File: src/mla_pkg.sv
// ----------------------------------------------------------------------------
// mla_pkg
// Shared types, constants and helpers of the multilook amplitude-to-byte block.
// ----------------------------------------------------------------------------
package mla_pkg;

  localparam int DEF_MAX_LOOK_LINES = 16;
  localparam int DEF_MAX_GROUPS     = 1024;
  localparam int DEF_MAX_WIDTH      = 4096;
  localparam int DEF_SAMPLE_BITS    = 16;

  localparam int CFG_ADDR_W = 3;
  localparam int CFG_DATA_W = 16;
  localparam int AREA_W     = 10;
  localparam int FRAC_BITS  = 16;
  localparam int GAIN_W     = 16;
  localparam int PIXEL_W    = 8;
  localparam logic [PIXEL_W-1:0] PIXEL_MAX = 8'd255;

  typedef enum logic [CFG_ADDR_W-1:0] {
    CFG_LOOK_LINES   = 3'd0,
    CFG_LOOK_SAMPLES = 3'd1,
    CFG_STEP_LINES   = 3'd2,
    CFG_STEP_SAMPLES = 3'd3,
    CFG_LINE_WIDTH   = 3'd4,
    CFG_GAIN         = 3'd5
  } cfg_idx_t;

  typedef struct packed {
    logic [4:0]        look_lines;
    logic [4:0]        look_samples;
    logic [4:0]        step_lines;
    logic [4:0]        step_samples;
    logic [12:0]       line_width;
    logic [GAIN_W-1:0] gain;
  } cfg_regs_t;

  function automatic logic [4:0] at_least_one(input logic [4:0] v);
    return (v == 5'd0) ? 5'd1 : v;
  endfunction

  function automatic logic [4:0] eff_ll(input logic [4:0] v, input int max_ll);
    logic [4:0] r;
    r = at_least_one(v);
    if (32'(r) > max_ll) r = 5'(max_ll);
    return r;
  endfunction

  function automatic logic [12:0] eff_width(input logic [12:0] v, input int max_w);
    logic [12:0] r;
    r = (v == 13'd0) ? 13'd1 : v;
    if (32'(r) > max_w) r = 13'(max_w);
    return r;
  endfunction

endpackage

File: src/mla_back.sv
// ----------------------------------------------------------------------------
// mla_back
// Pixel engine: window sum over stored rows, divide, square root, gain, clip.
// ----------------------------------------------------------------------------
module mla_back #(
  parameter int MAX_LOOK_LINES = 16,
  parameter int MAX_GROUPS     = 1024,
  parameter int ACC_W          = 43,
  parameter int CW             = 12,
  parameter int SLOT_W         = 4,
  parameter int ADDR_W         = 14
) (
  input  logic               clk,
  input  logic               rst_n,
  input  mla_pkg::cfg_regs_t cfg,
  input  logic               q_empty,
  output logic               q_pop,
  input  logic [ACC_W-1:0]   job_acc,
  input  logic [CW-1:0]      job_gi,
  input  logic [SLOT_W-1:0]  job_slot,
  input  logic               job_stored,
  input  logic               job_last,
  output logic               rd_busy,
  output logic [ADDR_W-1:0]  rd_addr,
  input  logic [ACC_W-1:0]   rd_data,
  output logic               out_valid,
  input  logic               out_ready,
  output logic [mla_pkg::PIXEL_W-1:0] out_pixel,
  output logic               out_last
);
  import mla_pkg::*;

  localparam int SUM_W = ACC_W + 5;
  localparam int DIV_W = SUM_W + FRAC_BITS;
  localparam int SQ_W  = (DIV_W > 63) ? 64 : DIV_W + (DIV_W % 2);
  localparam int RT_W  = SQ_W / 2;
  localparam int CNT_W = $clog2(DIV_W + 1);
  localparam int PR_W  = RT_W + GAIN_W;

  typedef enum logic [2:0] {S_IDLE, S_RD, S_DIV, S_SQRT, S_MUL, S_RND, S_FIN} st_t;

  st_t               st_r;
  logic [SUM_W-1:0]  sum_r;
  logic [CW-1:0]     gi_r;
  logic [SLOT_W-1:0] slot_r;
  logic              stored_r, last_r, pend_r;
  logic [4:0]        k_r;
  logic [CNT_W-1:0]  cnt_r;
  logic [DIV_W-1:0]  dq_r;
  logic [AREA_W-1:0] rem_r;
  logic [SQ_W-1:0]   rad_r;
  logic [RT_W+1:0]   srem_r;
  logic [RT_W-1:0]   root_r;
  logic [PR_W-1:0]   prod_r;
  logic [PIXEL_W-1:0] pix_r;
  logic              ov_r;
  logic [PIXEL_W-1:0] opix_r;
  logic              olast_r;

  logic [4:0]        ll;
  logic [AREA_W-1:0] area;
  logic              issue;
  logic [7:0]        rslot;
  logic [AREA_W:0]   dt;
  logic              dge;
  logic [SQ_W-1:0]   q_clamp;
  logic [RT_W+1:0]   s_sh, s_tr;
  logic              sge;
  logic [PR_W:0]     rnd;

  generate
    if (DIV_W > 63) begin : g_sat
      assign q_clamp = (|dq_r[DIV_W-1:63]) ? {1'b1, 63'd0} : dq_r[63:0];
    end else begin : g_nosat
      assign q_clamp = SQ_W'(dq_r);
    end
  endgenerate

  always_comb begin
    ll    = eff_ll(cfg.look_lines, MAX_LOOK_LINES);
    area  = AREA_W'(ll) * AREA_W'(at_least_one(cfg.look_samples));
    issue = (st_r == S_RD) && stored_r && (k_r < ll);
    rslot = 8'(slot_r) + 8'(MAX_LOOK_LINES) - 8'(k_r);
    if (32'(rslot) >= MAX_LOOK_LINES) rslot = rslot - 8'(MAX_LOOK_LINES);
    rd_addr = ADDR_W'(rslot) * ADDR_W'(MAX_GROUPS) + ADDR_W'(gi_r);
    dt    = {rem_r, dq_r[DIV_W-1]};
    dge   = dt >= {1'b0, area};
    s_sh  = {srem_r[RT_W-1:0], rad_r[SQ_W-1:SQ_W-2]};
    s_tr  = {root_r, 2'b01};
    sge   = s_sh >= s_tr;
    rnd   = (PR_W+1)'(prod_r) + (PR_W+1)'(32768);
  end

  assign q_pop     = (st_r == S_IDLE) && !q_empty;
  assign rd_busy   = (st_r == S_RD);
  assign out_valid = ov_r;
  assign out_pixel = opix_r;
  assign out_last  = olast_r;

  always_ff @(posedge clk) begin
    if (!rst_n) begin
      st_r <= S_IDLE;
      ov_r <= 1'b0;
    end else begin
      if (ov_r && out_ready && (st_r != S_FIN)) ov_r <= 1'b0;
      case (st_r)
        S_IDLE: begin
          if (!q_empty) begin
            sum_r    <= SUM_W'(job_acc);
            gi_r     <= job_gi;
            slot_r   <= job_slot;
            stored_r <= job_stored;
            last_r   <= job_last;
            k_r      <= 5'd1;
            pend_r   <= 1'b0;
            st_r     <= S_RD;
          end
        end
        S_RD: begin
          if (pend_r) sum_r <= sum_r + SUM_W'(rd_data);
          pend_r <= issue;
          if (issue) k_r <= k_r + 5'd1;
          if (!issue && !pend_r) begin
            dq_r  <= {sum_r, FRAC_BITS'(0)};
            rem_r <= '0;
            cnt_r <= CNT_W'(DIV_W);
            st_r  <= S_DIV;
          end
        end
        S_DIV: begin
          if (cnt_r == '0) begin
            rad_r  <= q_clamp;
            srem_r <= '0;
            root_r <= '0;
            cnt_r  <= CNT_W'(RT_W);
            st_r   <= S_SQRT;
          end else begin
            rem_r <= dge ? AREA_W'(dt - {1'b0, area}) : AREA_W'(dt);
            dq_r  <= {dq_r[DIV_W-2:0], dge};
            cnt_r <= cnt_r - CNT_W'(1);
          end
        end
        S_SQRT: begin
          if (cnt_r == '0) begin
            st_r <= S_MUL;
          end else begin
            srem_r <= sge ? s_sh - s_tr : s_sh;
            root_r <= {root_r[RT_W-2:0], sge};
            rad_r  <= {rad_r[SQ_W-3:0], 2'b00};
            cnt_r  <= cnt_r - CNT_W'(1);
          end
        end
        S_MUL: begin
          prod_r <= PR_W'(root_r) * PR_W'(cfg.gain);
          st_r   <= S_RND;
        end
        S_RND: begin
          pix_r <= (|rnd[PR_W:FRAC_BITS+PIXEL_W]) ? PIXEL_MAX
                                                  : rnd[FRAC_BITS+PIXEL_W-1:FRAC_BITS];
          st_r  <= S_FIN;
        end
        S_FIN: begin
          if (!ov_r || out_ready) begin
            ov_r    <= 1'b1;
            opix_r  <= pix_r;
            olast_r <= last_r;
            st_r    <= S_IDLE;
          end
        end
        default: st_r <= S_IDLE;
      endcase
    end
  end

endmodule

File: config.mk
export PLATFORM = sky130hd
export DESIGN_NAME = mla_back
export DESIGN_NICKNAME = d
export VERILOG_FILES = /design/src/mla_pkg.sv /design/src/mla_back.sv
export SDC_FILE = /design/constraint.sdc
export NUM_CORES = 2
export LEC_CHECK = 0
export BUFFER_PORTS_ARGS = -buffer_cell sky130_fd_sc_hd__buf_4
export CORE_UTILIZATION = 54
export DETAILED_ROUTE_END_ITERATION = 12
export HOLD_SLACK_MARGIN = 0.1
export PLACE_DENSITY = 0.8
export SLEW_MARGIN = 10
export SYNTH_ARGS = -nofsm -noshare
export SYNTH_HDL_FRONTEND = slang
export SYNTH_SLANG_ARGS = --single-unit
File: constraint.sdc
create_clock -name clk -period 10.1 [get_ports clk]
set_input_delay 2.02 -clock clk [delete_from_list [all_inputs] [get_ports clk]]
set_output_delay 2.02 -clock clk [all_outputs]
set_load 0.02 [all_outputs]
Yosys cells after proc, flatten, opt, wreduce, memory -nomap -nowiden
Index checks and enable logic that the tools add are counted.
- logic and storage cells: 127
- input bits: 157
- bits in registers: 350
- muxes and demuxes: 43
- equality and inequality tests: 16
- $lt $le $gt $ge: 5
- reduce and logical (&&, ||, !) cells: 31
- $mul: 2
- bitwise logic cells: 1
- add/sub/neg operators: 10
- operators by type and width (kind ; count):
    $mux W64 ; 5
    $pmux W64 S2 ; 2
    $mux W32 ; 5
    $pmux W32 S2 ; 2
    $mux W48 ; 2
    $pmux W48 S2 ; 1
    $add A48 B16 Y49 const B ; 1
    $add A48 B43 Y48 ; 1
    $mul A32 B16 Y48 ; 1
    $ge A34 B34 Y1 ; 1
    $sub A32 B32 Y32 ; 1
    $mux W10 ; 3
    $mux W5 ; 5
    $reduce_or A25 Y1 ; 1
    $mux W7 ; 3
    $pmux W3 S7 ; 1
    $pmux W7 S3 ; 1
    $pmux W10 S2 ; 1
    $reduce_and A4 Y1 ; 5
    $mux W3 ; 5
    $add A14 B12 Y14 ; 1
    $ne A2 B2 Y1 const B ; 6
    $ge A11 B10 Y1 ; 1
    $logic_not A5 Y1 ; 2
    other kinds (30) ; 51

Longest topological paths before layout
- depth in word-level cells: 10
- depth in mapped cells: 25
- depth with buffers taken out: 24

Least setup slack after synthesis
Ideal clock, no wire load.
- path type: input to register
- start: in cfg[1] (netlist bit)
- end: reg prod_r[46], data pin
- arrival: 7.713 ns
- buffers on the path: 1
- path slack: 2.124 ns
- required time: 9.838 ns
- cell stages on the path: 23
- cell sequence: clkbuf_1 nand2_1 fa_1 inv_1 fa_1 inv_1 fa_1 inv_1 fa_1 fa_1 inv_1 fa_1 inv_1 ha_1 a41oi_1 o21ai_0 a221o_1 a31oi_2 o21ai_1 o21a_1 o41ai_4 o21bai_1 xor2_1
- longest elaborated chain between the ends: 1
- ends and longest elaborated chain (element ; line ; RTL):
    start, declared ; mla_back.sv:15 ; input mla_pkg::cfg_regs_t cfg,
    $mul A32 B16 Y48 ; mla_back.sv:154 ; prod_r <= PR_W'(root_r) * PR_W'(cfg.gain);
    end signal, assigned ; mla_back.sv:154 ;
    end, declared ; mla_back.sv:54 ; logic [PR_W-1:0] prod_r;
No other way between the ends.
A chain may end at the register's enable or synchronous reset.

Worst setup path in the final report
- start: in cfg[7] (netlist bit)
- end: reg prod_r[42], data pin
Same word-level chain as after synthesis.

==> results.json <==
{
  "outcome": "finished, final reports clean",
  "crit_path_max_fanout": 32,
  "synth_top_area_share_pct": 28.4,
  "period_needed_ps": 8220,
  "ys_async_sr_fraction_pct": 0,
  "worstPathArrival_ps": 8550,
  "core_sq_um": 63500,
  "ys_seq_area_share_pct": 28.6,
  "fin_crit_sh_pct": 81.4,
  "maxCapViolations": 0,
  "start_kind": "primary input",
  "synthTopCellsByArea": "edfxtp_1 28%, fa_1 25%, ha_1 8.4%",
  "route.vias.total": 25865,
  "slew_headroom_pct": 14.2,
  "drt_iter0_drc": 1766,
  "tns_ps": 0,
  "critPathSlowestCell": "fa_1",
  "remaining_drc_errors": 0,
  "cpPeakStageDelay_ps": 590,
  "final_cell_mix": "724 x nand2_1, 560 x inv_1, 430 x fa_1",
  "root_buffer": "clkbuf_16",
  "report.final.slew_viol_count": 0,
  "syn_area_sq_um": 35000,
  "hpwl_um": 57900,
  "grt_antenna_before_repair": 4,
  "avgSynthCellArea_sq_um": 9.44,
  "cts_tree": "built",
  "required_ps": 10430,
  "path_cells": "buf_4 > nand2_1 > fa_1 > inv_1 > fa_1 > inv_1 > fa_1 > inv_1 > fa_1 > fa_1 > inv_1 > fa_1 > inv_1 > ha_1 > a21oi_1 > o21ai_0 > a21oi_1 > o221ai_1 > o31ai_4 > o21ai_1 > and4_1 > nor3_2 > o21ai_1 > xnor2_1",
  "crit_top_cell": "fa_1",
  "path_class": "primary input to flop",
  "end_kind": "flop",
  "die_area_sq_um": 65900,
  "p_leak_nw": 17.5,
  "power_per_cell_area_nw_per_um2": 204,
  "ir_drop_mv": 0.254,
  "fmax_ghz": 0.122,
  "finalHoldViolCount": 0,
  "clock-sinks": 335,
  "rrSetupSlack_ps": 2740,
  "p_total_mw": 7.74,
  "port_buffers": 159,
  "wl_per_cell_um": 17.2,
  "post_cts_resized": 0,
  "pre_cts_ws_ps": 1350,
  "clock_skew_ps": 35.1,
  "start_util_pct": 55.1,
  "timing.critical_path.buf_inv": 6,
  "final_common_cell": "nand2_1",
  "grt_setup_unrepaired": "false",
  "syn_nets": 4531,
  "die_h_um": 257,
  "num_rows": 92,
  "viasPerCell": 5.61,
  "nets": 4557,
  "antenna_left": 0,
  "critPathTopFamily": "adder cells",
  "fin_ws_ps": 1880,
  "place.gp.congestion": 0.914,
  "synth-edff-count": 331,
  "grt_pass1_vias": 26431,
  "totalWireLength_um": 79500,
  "post_cts.repair.setup_buffers": 0,
  "drtPass1Iterations": 6,
  "io_pins": 183,
  "yosysWarnings": 0,
  "drive_above_1_share_pct": 6.99,
  "clk_pin_slew_worst_paths_ps": 60,
  "clk_path_buf_depth": 3,
  "grt_max_degree": 95,
  "synth_cells": 3710,
  "ctsHtreeMaxLevel": 2,
  "cts_buffers": 37,
  "synth_cell_types": 84,
  "area_growth_pct": 8.41,
  "grt_overflow": 0,
  "worst_pin_slew_ps": 1280,
  "grt_pass1_wl_um": 132000,
  "yosysTopAreaCell": "edfxtp_1",
  "hold_path_class": "flop to flop",
  "die_w_um": 257,
  "yosys_most_used_dff": "edfxtp_1",
  "ctsHoldBuffers": 0,
  "setup_violations": 0,
  "yosys_register_bits": 335,
  "worst_skew_pair.late_latency_ps": 590,
  "globalRouteTotalUtil_pct": 24.7
}
## logic make-up after synthesis
kind of cell    after synthesis  synth area share [%]
compound gates              459                  8.63
xor+xnor                    130                  3.25
fa+ha+maj                   664                  32.9
buf+inv                     749                  8.19
flops                       335                  28.6
mux                          24                 0.689
simple gates               1349                  17.7
## state kept, by name, indices dropped and copies added (netlist names)
signal,cells
srem_r,32
prod_r,33
out_valid,1
pend_r,1
out_last,1
dq_r,64
stored_r,1
gi_r,12
st_r,3
last_r,1
sum_r,48
root_r,32
slot_r,4
rem_r,10
out_pixel,8
k_r,5
rad_r,64
cnt_r,7
pix_r,8
## final timing paths
| path | startpoint | endpoint | cells past startpoint |
|---|---|---|---|
| worst min-delay path | last_r | out_last | 0 |
| worst max register to register | root_r[11] | prod_r[42] | 23 |
| worst min register to register | last_r | out_last | 0 |
| worst max-delay path | cfg[7] | prod_r[42] | 24 |
## final cells by class
cell class / instances / area (sq um)
fillers: 5349 / 25600
diodes: 1 / 2.50
multi-input cells: 2626 / 22200
repair buffers: 174 / 1310
clock buffers: 47 / 993
well taps: 846 / 1060
inverters: 562 / 2110
flip-flops and latches: 335 / 10000
clock inverters: 19 / 287
## worst reg2reg max path: stages (launching register included)
cell	delay, ps
edfxtp_1	970
nand2_1	220
fa_1	590
inv_1	60
fa_1	480
inv_1	60
fa_1	500
inv_1	50
fa_1	490
fa_1	490
inv_1	50
fa_1	480
inv_1	40
ha_1	350
a21oi_1	90
o21ai_0	430
a21oi_1	180
o221ai_1	470
o31ai_4	120
o21ai_1	380
and4_1	300
nor3_2	70
o21ai_1	150
xnor2_1	70
## power by group
| part | switching, mW | leakage [nW] | internal (mW) |
|---|---|---|---|
| clock network | 0.603 | 0.614 | 0.838 |
| logic | 2.51 | 13.8 | 1.92 |
| registers | 0.0418 | 3.04 | 1.82 |
## layer usage
metal  share of wire, %  routed length (um)  GRT usage (%)
met3                7.4                5880           4.43
met1                 40               31500           31.0
met2                 50               39400           42.8
met4                3.4                2710           8.91
met5              0.030                  24              0
## per-stage QoR
stage	cell area, sq um	std cells	utilization (%)	hold WS (ps)
finish	38000	4610	59.8	418
global route	38000	4610	59.8	425
CTS	38000	4609	59.8	419
detailed placement	36700	4543	57.7	405
global placement	36700	4543	57.7	402
floorplan	35000	3710	-	400
## synth_stat cells (all sizes together) (4+ instances only)
cell and instances:
a211o 5, a211oi 11, a21o 91, a21oi 112, a221o 5, a221oi 4, a31o 4, a31oi 25
and2 213, and3 25, and4 10, buf 22, clkbuf 165, dfxtp 4, edfxtp 331, fa 430
ha 234, inv 561, mux2i 23, nand2 726, nand2b 12, nand3 106, nand4 27, nor2 138
nor2b 19, nor3 33, nor3b 4, nor4 7, o211ai 5, o21a 18, o21ai 110, o21bai 15
o22ai 5, o31ai 15, or2 4, or3 9, or4 5, xnor2 76, xor2 54
No activity file was read; power rests on OpenSTA's default activity.
