**config.mk**
```make
export PLATFORM = sky130hd
export DESIGN_NAME = mla_queue
export DESIGN_NICKNAME = d
export VERILOG_FILES = /design/src/mla_pkg.sv /design/src/mla_queue.sv
export SDC_FILE = /design/constraint.sdc
export NUM_CORES = 1
export LEC_CHECK = 0
export BUFFER_PORTS_ARGS = -buffer_cell sky130_fd_sc_hd__buf_2
export CAP_MARGIN = 20
export CORE_AREA = 2 2 117 119
export CTS_CLUSTER_DIAMETER = 50
export CTS_CLUSTER_SIZE = 8
export DETAILED_ROUTE_END_ITERATION = 10
export DIE_AREA = 0 0 119 121
export GPL_ROUTABILITY_DRIVEN = 0
export HOLD_SLACK_MARGIN = 0.12
export SYNTH_ARGS = -nofsm -noshare
export SYNTH_HDL_FRONTEND = slang
export SYNTH_SLANG_ARGS = --single-unit
export TNS_END_PERCENT = 10
```
**constraint.sdc**
```tcl
create_clock -name clk -period 5.3 [get_ports clk]
set_input_delay 1.06 -clock clk [delete_from_list [all_inputs] [get_ports clk]]
set_output_delay 1.06 -clock clk [all_outputs]
set_load 0.005 [all_outputs]
```
**src/mla_pkg.sv**
```systemverilog
// ----------------------------------------------------------------------------
// mla_pkg
// Shared types, constants and helpers of the multilook amplitude-to-byte block.
// ----------------------------------------------------------------------------
package mla_pkg;

  localparam int DEF_MAX_LOOK_LINES = 16;
  localparam int DEF_MAX_GROUPS     = 1024;
  localparam int DEF_MAX_WIDTH      = 4096;
  localparam int DEF_SAMPLE_BITS    = 16;

  localparam int CFG_ADDR_W = 3;
  localparam int CFG_DATA_W = 16;
  localparam int AREA_W     = 10;
  localparam int FRAC_BITS  = 16;
  localparam int GAIN_W     = 16;
  localparam int PIXEL_W    = 8;
  localparam logic [PIXEL_W-1:0] PIXEL_MAX = 8'd255;

  typedef enum logic [CFG_ADDR_W-1:0] {
    CFG_LOOK_LINES   = 3'd0,
    CFG_LOOK_SAMPLES = 3'd1,
    CFG_STEP_LINES   = 3'd2,
    CFG_STEP_SAMPLES = 3'd3,
    CFG_LINE_WIDTH   = 3'd4,
    CFG_GAIN         = 3'd5
  } cfg_idx_t;

  typedef struct packed {
    logic [4:0]        look_lines;
    logic [4:0]        look_samples;
    logic [4:0]        step_lines;
    logic [4:0]        step_samples;
    logic [12:0]       line_width;
    logic [GAIN_W-1:0] gain;
  } cfg_regs_t;

  function automatic logic [4:0] at_least_one(input logic [4:0] v);
    return (v == 5'd0) ? 5'd1 : v;
  endfunction

  function automatic logic [4:0] eff_ll(input logic [4:0] v, input int max_ll);
    logic [4:0] r;
    r = at_least_one(v);
    if (32'(r) > max_ll) r = 5'(max_ll);
    return r;
  endfunction

  function automatic logic [12:0] eff_width(input logic [12:0] v, input int max_w);
    logic [12:0] r;
    r = (v == 13'd0) ? 13'd1 : v;
    if (32'(r) > max_w) r = 13'(max_w);
    return r;
  endfunction

endpackage

```
**src/mla_queue.sv**
```systemverilog
// ----------------------------------------------------------------------------
// mla_queue
// Two-entry queue of group requests between intake and pixel computation.
// ----------------------------------------------------------------------------
module mla_queue #(
  parameter int W = 64
) (
  input  logic         clk,
  input  logic         rst_n,
  input  logic         push,
  input  logic [W-1:0] din,
  input  logic         pop,
  output logic [W-1:0] dout,
  output logic         empty
);
  import mla_pkg::*;

  logic [W-1:0] ent_r [2];
  logic         wp_r, rp_r;
  logic [1:0]   cnt_r;

  assign dout  = ent_r[rp_r];
  assign empty = (cnt_r == 2'd0);

  always_ff @(posedge clk) begin
    if (push) begin
      ent_r[wp_r] <= din;
    end
  end

  always_ff @(posedge clk) begin
    if (!rst_n) begin
      wp_r  <= 1'b0;
      rp_r  <= 1'b0;
      cnt_r <= 2'd0;
    end else begin
      if (push) wp_r <= !wp_r;
      if (pop)  rp_r <= !rp_r;
      cnt_r <= cnt_r + 2'(push) - 2'(pop);
    end
  end

endmodule

```
; ---- Word level (Yosys, flattened, before mapping)
; Memory sizes are Yosys's and may differ from the RTL's. A register that Yosys moved wholly into a read port is not among the register bits.
; Cells that the tools add are included.
[word_totals]
register_bits = 4
ram_bits = 128
input_bits = 68
mem_count = 1
[memory_table]
columns = name, depth, word_bits, rd, rd_ports_with_merged_regs, write_ports, line_no
row1 = ent_r, 2, 64, 1, 1, 1, mla_queue.sv:18  ; logic [W-1:0] ent_r [2];
[op_classes]
add_sub_neg = 2
n_mux = 4
reduce_logical = 3
[ops]
columns = operator, n
row1 = 1-bit 2-to-1 mux, 4
row2 = 2-bit by 1-bit adder with 2-bit output, 1
row3 = 1-bit zero test, 2
row4 = 2-bit zero test, 1
row5 = 2-bit by 1-bit subtractor with 2-bit output, 1

; ---- Logic depth before layout (Yosys ltp)
; Gate-level depths: netlist of run 1.
[logic_depth]
ltp_word = 3
mapped_depth = 6

; ---- Least setup slack after synthesis of run 1
; No wires, ideal clock.
[synth_path]
kind = input-to-reg
from = input push
to = memory ent_r[0][0], enable pin
t_arrival_ps = 3905
setup_slack_ps = 900
path_stages = 1
path_buffers = 0
path_cell_list = nor2b_1
[synth_via]
elab_chain_cells = 2
[synth_lines]
columns = item, line_no
row1 = from (decl), mla_queue.sv:10  ; input logic push,
row2 = 1-bit 2-to-1 mux, mla_queue.sv:26  ; if (push) begin
row3 = 1-bit 2-to-1 mux (implied by the code), mla_queue.sv:27  ; ent_r[wp_r] <= din;
row4 = to (decl), mla_queue.sv:18
; Every way passes these cells.

==> flow_summary_export.csv, run 1 <==
group,metric,value,unit
floorplan,die_area,14400,um2
power,ir_drop,0.1914,mV
final_layout,final_nets,436,
placement,hpwl,5605,um
routing,wl_per_cell,15.40,um
setup_path,crit_path_end_kind,"output port",
logic_synthesis,muxShareOfSynthArea,18.40,%
sta,drv_slew,0,
floorplan,die_y,121,um
routing,drt-total-wl,8546,um
status,outcome,"finished clean",
placement,portBuffers,132,
setup_path,cp.required,4.24,ns
grt,overflow,0,
logic_synthesis,synth-edff-count,128,
floorplan,rows,42,
clocking,clkSlewWorstSetupHoldPaths,0.05,ns
clocking,cts_buffer_depth,2,
clocking,clk_latency,0.41,ns
logic_synthesis,synth-compound-area-share,0.1461,%
clocking,cts_resized,0,
sta,rsz0062_at_grt,"no",
floorplan,core_area,13090,um2
grt,grt_pass1_vias,2582,
grt,grt_max_degree,65,
hold_path,hp-class,"flop to flop",
logic_synthesis,synth_top_area_share,74.78,%
setup_path,arrival,2.31,ns
logic_synthesis,synth_cell_types,14,
floorplan,io_pins,133,
logic_synthesis,synth_area_leaders,"edfxtp_1, mux2_4, buf_12",
logic_synthesis,async_flop_share,0,%
routing,top_layer,"met4",
sta,finalSetupViolations,0,
clocking,cts-buffers-inserted,17,
clocking,cts_tree,"built",
logic_synthesis,synth_most_common_cell,"edfxtp_1",
routing,vias_per_cell,4.459,
final_layout,fin_area,6499,um2
clocking,cts.hold.buffers_added,0,
setup_path,critPathLaunchType,"flop",
clocking,post-cts-setup-buffers,0,
logic_synthesis,synth.largest_area_cell,"edfxtp_1",
grt,antenna_found_initial,0,
sta,maxSlewHeadroom,37.54,%
sta,period_share,63.53,%
power,p_per_area,401.3,nW/um2
logic_synthesis,synth_nets,289,
sta,worst_slew_pin_slew,0.9369,ns
sta,min_period,3.367,ns
logic_synthesis,synthTopCellsByCount,"edfxtp_1, mux2_4, buf_12",
sta,max_freq,0.2970,GHz
final_layout,diodes,0,
clocking,cts_htree_levels,4,
logic_synthesis,synth_cells,219,
floorplan,start_util,39.28,%
logic_synthesis,yosysSeqAreaShare,76.73,%
setup_path,critPathKind,"flop to output port",
logic_synthesis,synth_area_per_cell,23.47,um2
logic_synthesis,synth_xor_area_share,0.6086,%
grt,grt_pass1_wl,13160,um
setup_path,cp_max_fo,50,
logic_synthesis,synth-main-ff-cell,"edfxtp_1",
logic_synthesis,synthSimpleGateAreaFrac,0.9250,%
routing,dr_wl_met3,633,um
logic_synthesis,netlist_area,5140,um2
routing,first_iter_violations,84,
placement,place_area,5926,um2
flow_run,cap_violations,0,
final_layout,syn_to_final_growth,26.44,%
sta,hold_viol_final,0,
power,power_leakage,2.596,nW
logic_synthesis,synth_top_family_by_area,"multiplexers",
logic_synthesis,ys_seq_elements,133,
routing,wl_met1,3358,um
clocking,cts-root-buf,"clkbuf_16",
logic_synthesis,synth_fa_ha_area_share,0.4869,%
sta,setup_tns,0,ns
routing,final_antenna_net_count,0,
routing,dr_wl_met2,4372,um
routing,drcViolationCount,0,
floorplan,die_x,119,um
sta,clock-skew-final,0.006187,ns
routing,vias,2475,
clocking,clock-sinks,133,
logic_synthesis,yosys_warnings,0,
final_layout,drive_above_1_share,60.69,%
grt,grtUsageTotal,12.66,%
routing,first_pass_iters,4,
[where the power goes]
part / internal (mW) / switching [mW]
combinational: 0.145 / 0.0888
sequential: 1.22 / 0.0348
clock: 0.730 / 0.393
total: 2.09 / 0.517
[through the flow]
stage	util, %	hold WS [ns]	std cells	setup WS [ns]	power (mW)
global route	49.67	0.6076	555	1.828	2.719
global placement	45.29	0.5589	523	2.344	1.507
CTS	49.67	0.5829	555	1.866	2.648
detailed placement	45.29	0.5639	523	2.317	1.514
finish	49.67	0.5713	555	1.933	2.608
floorplan	-	0.5546	219	0.8998	1.423
[placed cells by master (no fill, tap or decap), drive strengths merged]
master	Yosys	layout
buf	7	135
nor2	1	1
inv	2	2
clkinv	0	8
xnor3	1	1
mux2	64	64
dfxtp	5	5
and2	4	4
edfxtp	128	128
clkinvlp	0	1
o21a	1	1
bufinv	0	3
ha	2	2
clkbuf	0	20
nor2b	3	3
xor2	1	1
[layer usage]
metal	up-vias	GRT usage [%]
met5	-	0
met4	0	6.696
met3	15	6.015
met2	91	21.01
met1	1214	13.38
li1	1155	-
[kinds of logic after synthesis]
family          Yosys count
fa+ha+maj                 2
xor+xnor                  2
flops                   133
buf+inv                   9
mux                      64
compound gates            1
simple gates              8
[final timing paths]
check / end / from / cells after the start / slack (ns)
setup / recovery: dout[31] / flop / 3 / 1.93
hold / removal: flop / rp_r$_SDFFE_PN0P_ / 2 / 0.57
setup reg to reg: ent_r[0][55]$_DFFE_PP_ / wp_r$_SDFFE_PN0P_ / 2 / 3.51
hold reg to reg: flop / rp_r$_SDFFE_PN0P_ / 2 / 0.57
[sequential cells by signal (all words and copies together) (netlist names), named ones only]
register,count
rp_r,1
ent_r,128
wp_r,1
cnt_r,2
[worst max-delay path, stage by stage (launching register included)]
cell and delay (ns):
dfxtp_4 0.95, buf_4 0.44, mux2_4 0.33, buf_2 0.13
[cell type report]
type / count / area [um2]
fill: 1095 / 6586
tap: 176 / 220.2
clock buffer: 20 / 436.7
inverter: 2 / 7.507
timing repair buffer: 135 / 683.2
clock inverter: 12 / 136.4
multi-input combinational: 77 / 1067
sequential: 133 / 3948
Note: power is estimated with default switching activity, not from simulation.
==> run 2, diff against run 1 <==
--- a/config.mk
+++ b/config.mk
@@ -5,6 +5,7 @@
 export SDC_FILE = /design/constraint.sdc
 export NUM_CORES = 1
 export LEC_CHECK = 0
+export ABC_AREA = 1
 export BUFFER_PORTS_ARGS = -buffer_cell sky130_fd_sc_hd__buf_2
 export CAP_MARGIN = 20
 export CORE_AREA = 2 2 117 119
==> constraint.sdc (replaced) <==
create_clock -name clk -period 3 [get_ports clk]
set_input_delay 0.6 -clock clk [delete_from_list [all_inputs] [get_ports clk]]
set_output_delay 0.6 -clock clk [all_outputs]
set_load 0.005 [all_outputs]
==> run 2 against run 1 <==
  * Area after synthesis barely moved
  * Critical path type unchanged
  * Sequential power rose by 74%
  * Register-to-register slack got worse by 2.1 ns
  * Non-clock buffer count rose by 1
  * Largest cell class unchanged
  * Highest routed layer unchanged
  * Die area did not move
  * Worst setup slack got worse by 1.2 ns
  * Via count rose by 1.5%
  * Critical endpoint is now dout[1]
==> flow_summary_export.csv, run 2 <==
group,metric,value,unit
logic_synthesis,async_flop_share,0,%
routing,final_antenna_net_count,0,
power,p_int,3.509,mW
flow_run,cap_violations,0,
routing,drcViolationCount,0,
logic_synthesis,synth-main-ff-cell,"edfxtp_1",
final_layout,fin_area,6499,um2
setup_path,rrSetupSlack,1.42,ns
sta,clock-skew-final,0.009083,ns
logic_synthesis,synth_cell_types,12,
grt,grt_busiest_layer,"met2",
final_layout,largest_reg_flops,128,
clocking,cts_buffer_depth,2,
logic_synthesis,synth_nets,301,
final_layout,final_common_cell,"buf_2",
floorplan,die_y,121,um
final_layout,diodes,0,
logic_synthesis,synthSimpleGateAreaFrac,1.265,%
grt,overflow,0,
clocking,clock-sinks,133,
logic_synthesis,netlist_area,5142,um2
floorplan,die_area,14400,um2
sta,worst_slew_pin_slew,0.5319,ns
sta,period_share,74.35,%
grt,grtUsageMet1,13.68,%
sta,min_period,2.230,ns
logic_synthesis,synth.largest_area_cell,"edfxtp_1",
final_layout,regMostFlops,"ent_r",
final_layout,drive_above_1_share,58.42,%
logic_synthesis,synth-compound-area-share,0.09732,%
routing,vias,2513,
routing,first_pass_iters,4,
grt,use_met3,6.391,%
setup_path,cp.required,2.40,ns
logic_synthesis,synthTopCellsByCount,"edfxtp_1, mux2_4, nand2_1, nor2_1, inv_1",
floorplan,start_util,39.30,%
logic_synthesis,synth_cells,231,
sta,maxSlewHeadroom,64.49,%
power,power_frac_seq,49.4,%
status,outcome,"finished clean",
grt,grtUsageTotal,12.73,%
final_layout,syn_to_final_growth,26.37,%
power,power_frac_comb,9.2,%
sta,max_freq,0.4484,GHz
setup_path,crit_path_end_kind,"output port",
clocking,cts.hold.buffers_added,0,
clocking,clk_latency,0.41,ns
floorplan,die_x,119,um
setup_path,cp_max_fo,22,
grt,antenna_found_initial,0,
logic_synthesis,synth-edff-count,128,
grt,grt_pass1_vias,2604,
logic_synthesis,synth_area_per_cell,22.26,um2
grt,grt_max_degree,65,
clocking,cts_tree,"built",
final_layout,final_cell_mix,"buf_2, edfxtp_1, mux2_4",
sta,setup_tns,0,ns
routing,vias_per_cell,4.424,
final_layout,n_fill_cell,1098,
clocking,post-cts-setup-buffers,0,
sta,drv_slew,0,
clocking,cts_resized,0,
power,ir_drop,0.4072,mV
floorplan,io_pins,133,
placement,hpwl,5505,um
clocking,cts-root-buf,"clkbuf_16",
logic_synthesis,synth_most_common_cell,"edfxtp_1",
routing,drt-total-wl,8694,um
logic_synthesis,synth_top_family_by_area,"multiplexers",
grt,grt_pass1_wl,13070,um
floorplan,rows,42,
power,p_clk_share,41.5,%
final_layout,largestRegisters,"ent_r (128), cnt_r (2)",
placement,portBuffers,132,
power,swShare,20.41,%
logic_synthesis,synth_fa_ha_area_share,0.4866,%
logic_synthesis,ys_seq_elements,133,
power,p_per_area,678.5,nW/um2
logic_synthesis,yosysSeqAreaShare,76.69,%
logic_synthesis,synth_area_leaders,"edfxtp_1, mux2_4, buf_12",
routing,wl_per_cell,15.31,um
placement,place_area,5971,um2
clocking,cts-buffers-inserted,17,
sta,finalSetupViolations,0,
grt,gr-usage-met2,20.62,%
sta,rsz0062_at_grt,"no",
logic_synthesis,synth_top_area_share,74.74,%
power,p_sw,900.1,uW
logic_synthesis,synth_xor_area_share,0,%
clocking,clkSlewWorstSetupHoldPaths,0.05,ns
logic_synthesis,muxShareOfSynthArea,18.39,%
routing,first_iter_violations,150,
final_layout,final_nets,449,
floorplan,core_area,13090,um2
setup_path,arrival,1.63,ns
power,power_leakage,2.618,nW
hold_path,hp-class,"input pin to flop",
sta,hold_viol_final,0,
setup_path,critPathLaunchType,"flop",
logic_synthesis,yosys_warnings,0,
clocking,cts_htree_levels,4,
setup_path,critPathKind,"flop to output port",
==> run 2: cell count changes after synthesis, moves of 3 or more <==
cell     previous run  this run
nand2_1             0         8
nor2_1              1         8
inv_1               2         7
and2_1              4         0
nor2b_1             3         0
==> run 2: through the flow <==
step / hold WS, ns / cells / utilization (%) / setup slack, ns / power, mW
2_1_floorplan: 0.4635 / 231 / - / 0.2953 / 2.465
3_3_place_gp: 0.4776 / 536 / 45.63 / 1.105 / 2.614
3_5_place_dp: 0.4858 / 536 / 45.63 / 1.065 / 2.628
4_1_cts: 0.3493 / 568 / 49.67 / 0.7211 / 4.472
5_1_grt: 0.3482 / 568 / 49.67 / 0.6720 / 4.601
6_report: 0.3734 / 568 / 49.67 / 0.7696 / 4.409
==> run 2: cells by family after synthesis <==
family,after synthesis
buffers and inverters,14
and+or+nand+nor,17
DFF,133
muxes,64
AOI/OAI and AO/OA,1
adders and majority gates,2
==> run 2: path summary, 6_finish.rpt <==
path	from	end	cells past startpoint
max	flop	dout[1]	3
min	din[60]	ent_r[0][60]$_DFFE_PP_	1
max reg2reg	wp_r$_SDFFE_PN0P_	ent_r[1][17]$_DFFE_PP_	3
min reg2reg	rp_r$_SDFFE_PN0P_	flop	2
==> run 2: cell type report <==
type                       count  area (um2)  area share (%)
inverter                       7       26.28          0.4043
clock buffer                  27       503.0           7.740
timing repair buffer         136       728.2           11.21
multi-input combinational     84        1049           16.13
clock inverter                 5       25.02          0.3851
sequential                   133        3948           60.74
tap                          176       220.2           3.389
==> run 2: worst max-delay path: stages, from the launching register on <==
cell	delay, ns
dfxtp_4	0.35
buf_4	0.36
mux2_2	0.38
buf_2	0.13
==> run 2: per-layer routing <==
metal,routed length [um],part of all wire [%]
met1,3597,41
met4,119,1.4
met3,641,7.4
met2,4335,50
met5,0,0
==> run 2: power by group through the flow <==
stage	logic, mW	clock network, mW	registers (mW)
after floorplan	0.254	0	2.21
after global placement	0.405	0	2.21
after CTS	0.415	1.88	2.18
final	0.405	1.83	2.18
after global routing	0.442	1.98	2.18
after detailed placement	0.413	0	2.21
==> run 3, diff against run 2 <==
==> constraint.sdc (replaced) <==
create_clock -name clk -period 2.2 [get_ports clk]
set_input_delay 0.44 -clock clk [delete_from_list [all_inputs] [get_ports clk]]
set_output_delay 0.44 -clock clk [all_outputs]
set_load 0.005 [all_outputs]
==> run 3 against run 2 <==
  * Clock skew down 0.0015 ns
  * Critical path type unchanged
  * Power up 45%
  * First-iteration DRC count down 35%
  * Register-to-register slack worse by 0.61 ns
  * Sequential cell count unchanged
  * Largest cell class unchanged
==> flow_summary_export.csv, run 3 (synthesis gave the netlist of run 2 again) <==
group,metric,value,unit
status,outcome,"finished clean",
sta,setup_tns,0,ns
floorplan,die_x,119,um
grt,gr-usage-met2,20.80,%
setup_path,crit_path_end_kind,"output port",
final_layout,fin_cells,575,
clocking,cts.hold.buffers_added,0,
sta,worst_slew_pin_slew,0.4939,ns
hold_path,holdPathEnd,"ent_r[0][56]$_DFFE_PP_",
routing,drcViolationCount,0,
grt,grtUsageTotal,12.42,%
flow_run,cap_violations,0,
grt,grt_pass1_vias,2664,
placement,portBuffers,132,
grt,overflow,0,
floorplan,rows,42,
routing,drt-total-wl,8586,um
final_layout,regMostFlops,"ent_r",
setup_path,rrSetupSlack,0.81,ns
hold_path,holdCritStartpoint,"din[56]",
routing,wl_per_cell,14.93,um
clocking,cts-buffers-inserted,17,
sta,rsz0062_at_grt,"no",
clocking,cts-root-buf,"clkbuf_16",
clocking,clk_latency,0.41,ns
setup_path,critPathLaunchType,"flop",
power,p_per_area,962.9,nW/um2
grt,grt_pass1_wl,13140,um
hold_path,hp-class,"input pin to flop",
hold_path,min_path_cells,1,
routing,first_pass_iters,4,
grt,grtUsageMet1,13.45,%
final_layout,largestRegisters,"ent_r (128), cnt_r (2)",
clocking,clkSlewWorstSetupHoldPaths,0.05,ns
sta,period_share,88.92,%
setup_path,cp.required,1.76,ns
setup_path,critPathKind,"flop to output port",
routing,final_antenna_net_count,0,
sta,finalSetupViolations,0,
grt,grt_max_degree,42,
floorplan,die_area,14400,um2
setup_path,cp_max_fo,23,
clocking,cts_htree_levels,4,
final_layout,syn_to_final_growth,28.78,%
placement,placed_cells,539,
routing,vias_per_cell,4.416,
clocking,cts_resized,0,
sta,maxSlewHeadroom,67.07,%
sta,min_period,1.956,ns
final_layout,diodes,0,
setup_path,arrival,1.52,ns
power,ir_drop,0.4863,mV
clocking,cts_tree,"built",
final_layout,drive_above_1_share,59.15,%
final_layout,final_common_cell,"buf_2",
final_layout,final_core_util,50.61,%
grt,antenna_found_initial,1,
sta,drv_slew,0,
power,power_leakage,2.679,nW
floorplan,start_util,39.30,%
final_layout,largest_reg_flops,128,
sta,clock-skew-final,0.007577,ns
routing,vias,2539,
sta,hold_viol_final,0,
sta,max_freq,0.5112,GHz
placement,hpwl,5611,um
floorplan,die_y,121,um
floorplan,io_pins,133,
setup_path,r2r-end,"ent_r[1][45]$_DFFE_PP_",
clocking,clock-sinks,133,
routing,first_iter_violations,98,
final_layout,final_nets,456,
final_layout,final_cell_mix,"buf_2, edfxtp_1, mux2_4",
grt,grt_busiest_layer,"met2",
clocking,cts_buffer_depth,2,
setup_path,timing.rr.start,"wp_r$_SDFFE_PN0P_",
setup_path,r2r_cells,3,
floorplan,core_area,13090,um2
grt,use_met3,4.840,%
-- run 3: changes by cell type in the layout (fill, tap and decap cells not counted) --
cell        before  now
clkbuf_8         4    0
clkbuf_1         6    5
clkinv_1         0    1
clkinv_4         0    1
buf_4            1    8
clkinv_2         5    3
clkinvlp_4       0    1
bufinv_16        0    4
-- run 3: per-layer routing --
layer / up-vias / share of wire [%] / wire length [um]
met5: - / 0.15 / 13
met4: 2 / 2.6 / 221
met3: 19 / 5.3 / 456
met2: 82 / 52 / 4434
met1: 1231 / 40 / 3459
li1: 1205 / - / -
-- run 3: worst max-delay path by stage --
stage / start / endpoint / slack [ns] / depth (start not counted)
floorplan: push / ent_r[1][0]$_DFFE_PP_ / 0.03 / 2
global placement: flop / dout[25] / 0.47 / 3
detailed placement: flop / dout[63] / 0.46 / 3
CTS: flop / dout[25] / 0.21 / 3
global route: flop / dout[17] / 0.18 / 3
finish: flop / dout[25] / 0.24 / 3
-- run 3: area by class of cell --
type	instances	area, um2
fill	1091	6462
multi-input combinational	84	1049
clock buffer	22	444.2
tap	176	220.2
clock inverter	10	155.1
inverter	7	26.28
timing repair buffer	143	780.7
sequential	133	3948
-- run 3: repair_timing --
action                                 CTS  global route
setup buffers                            4             0
endpoints found under the hold margin    0             0
setup endpoints to repair                1             0
-- run 3: worst max-delay path, stage by stage, from the launching register on --
cell and delay [ns]:
dfxtp_4 0.41, buf_12 0.22, mux2_4 0.33, buf_2 0.13
-- run 3: through the flow --
stage	setup slack (ns)	total power [mW]	hold WS [ns]	cell area (um2)
final	0.2437	6.377	0.2084	6623
after global routing	0.1790	6.627	0.1858	6623
after CTS	0.2123	6.461	0.1905	6623
after detailed placement	0.4567	3.586	0.5009	5993
after global placement	0.4657	3.568	0.4793	5993
after floorplan	0.02662	3.361	0.4635	5150
-- run 3: power by group --
group	internal, mW	switching [mW]	total, mW
registers	2.93	0.0390	2.97
clock network	1.88	0.962	2.85
logic	0.314	0.244	0.558
total	5.13	1.25	6.38
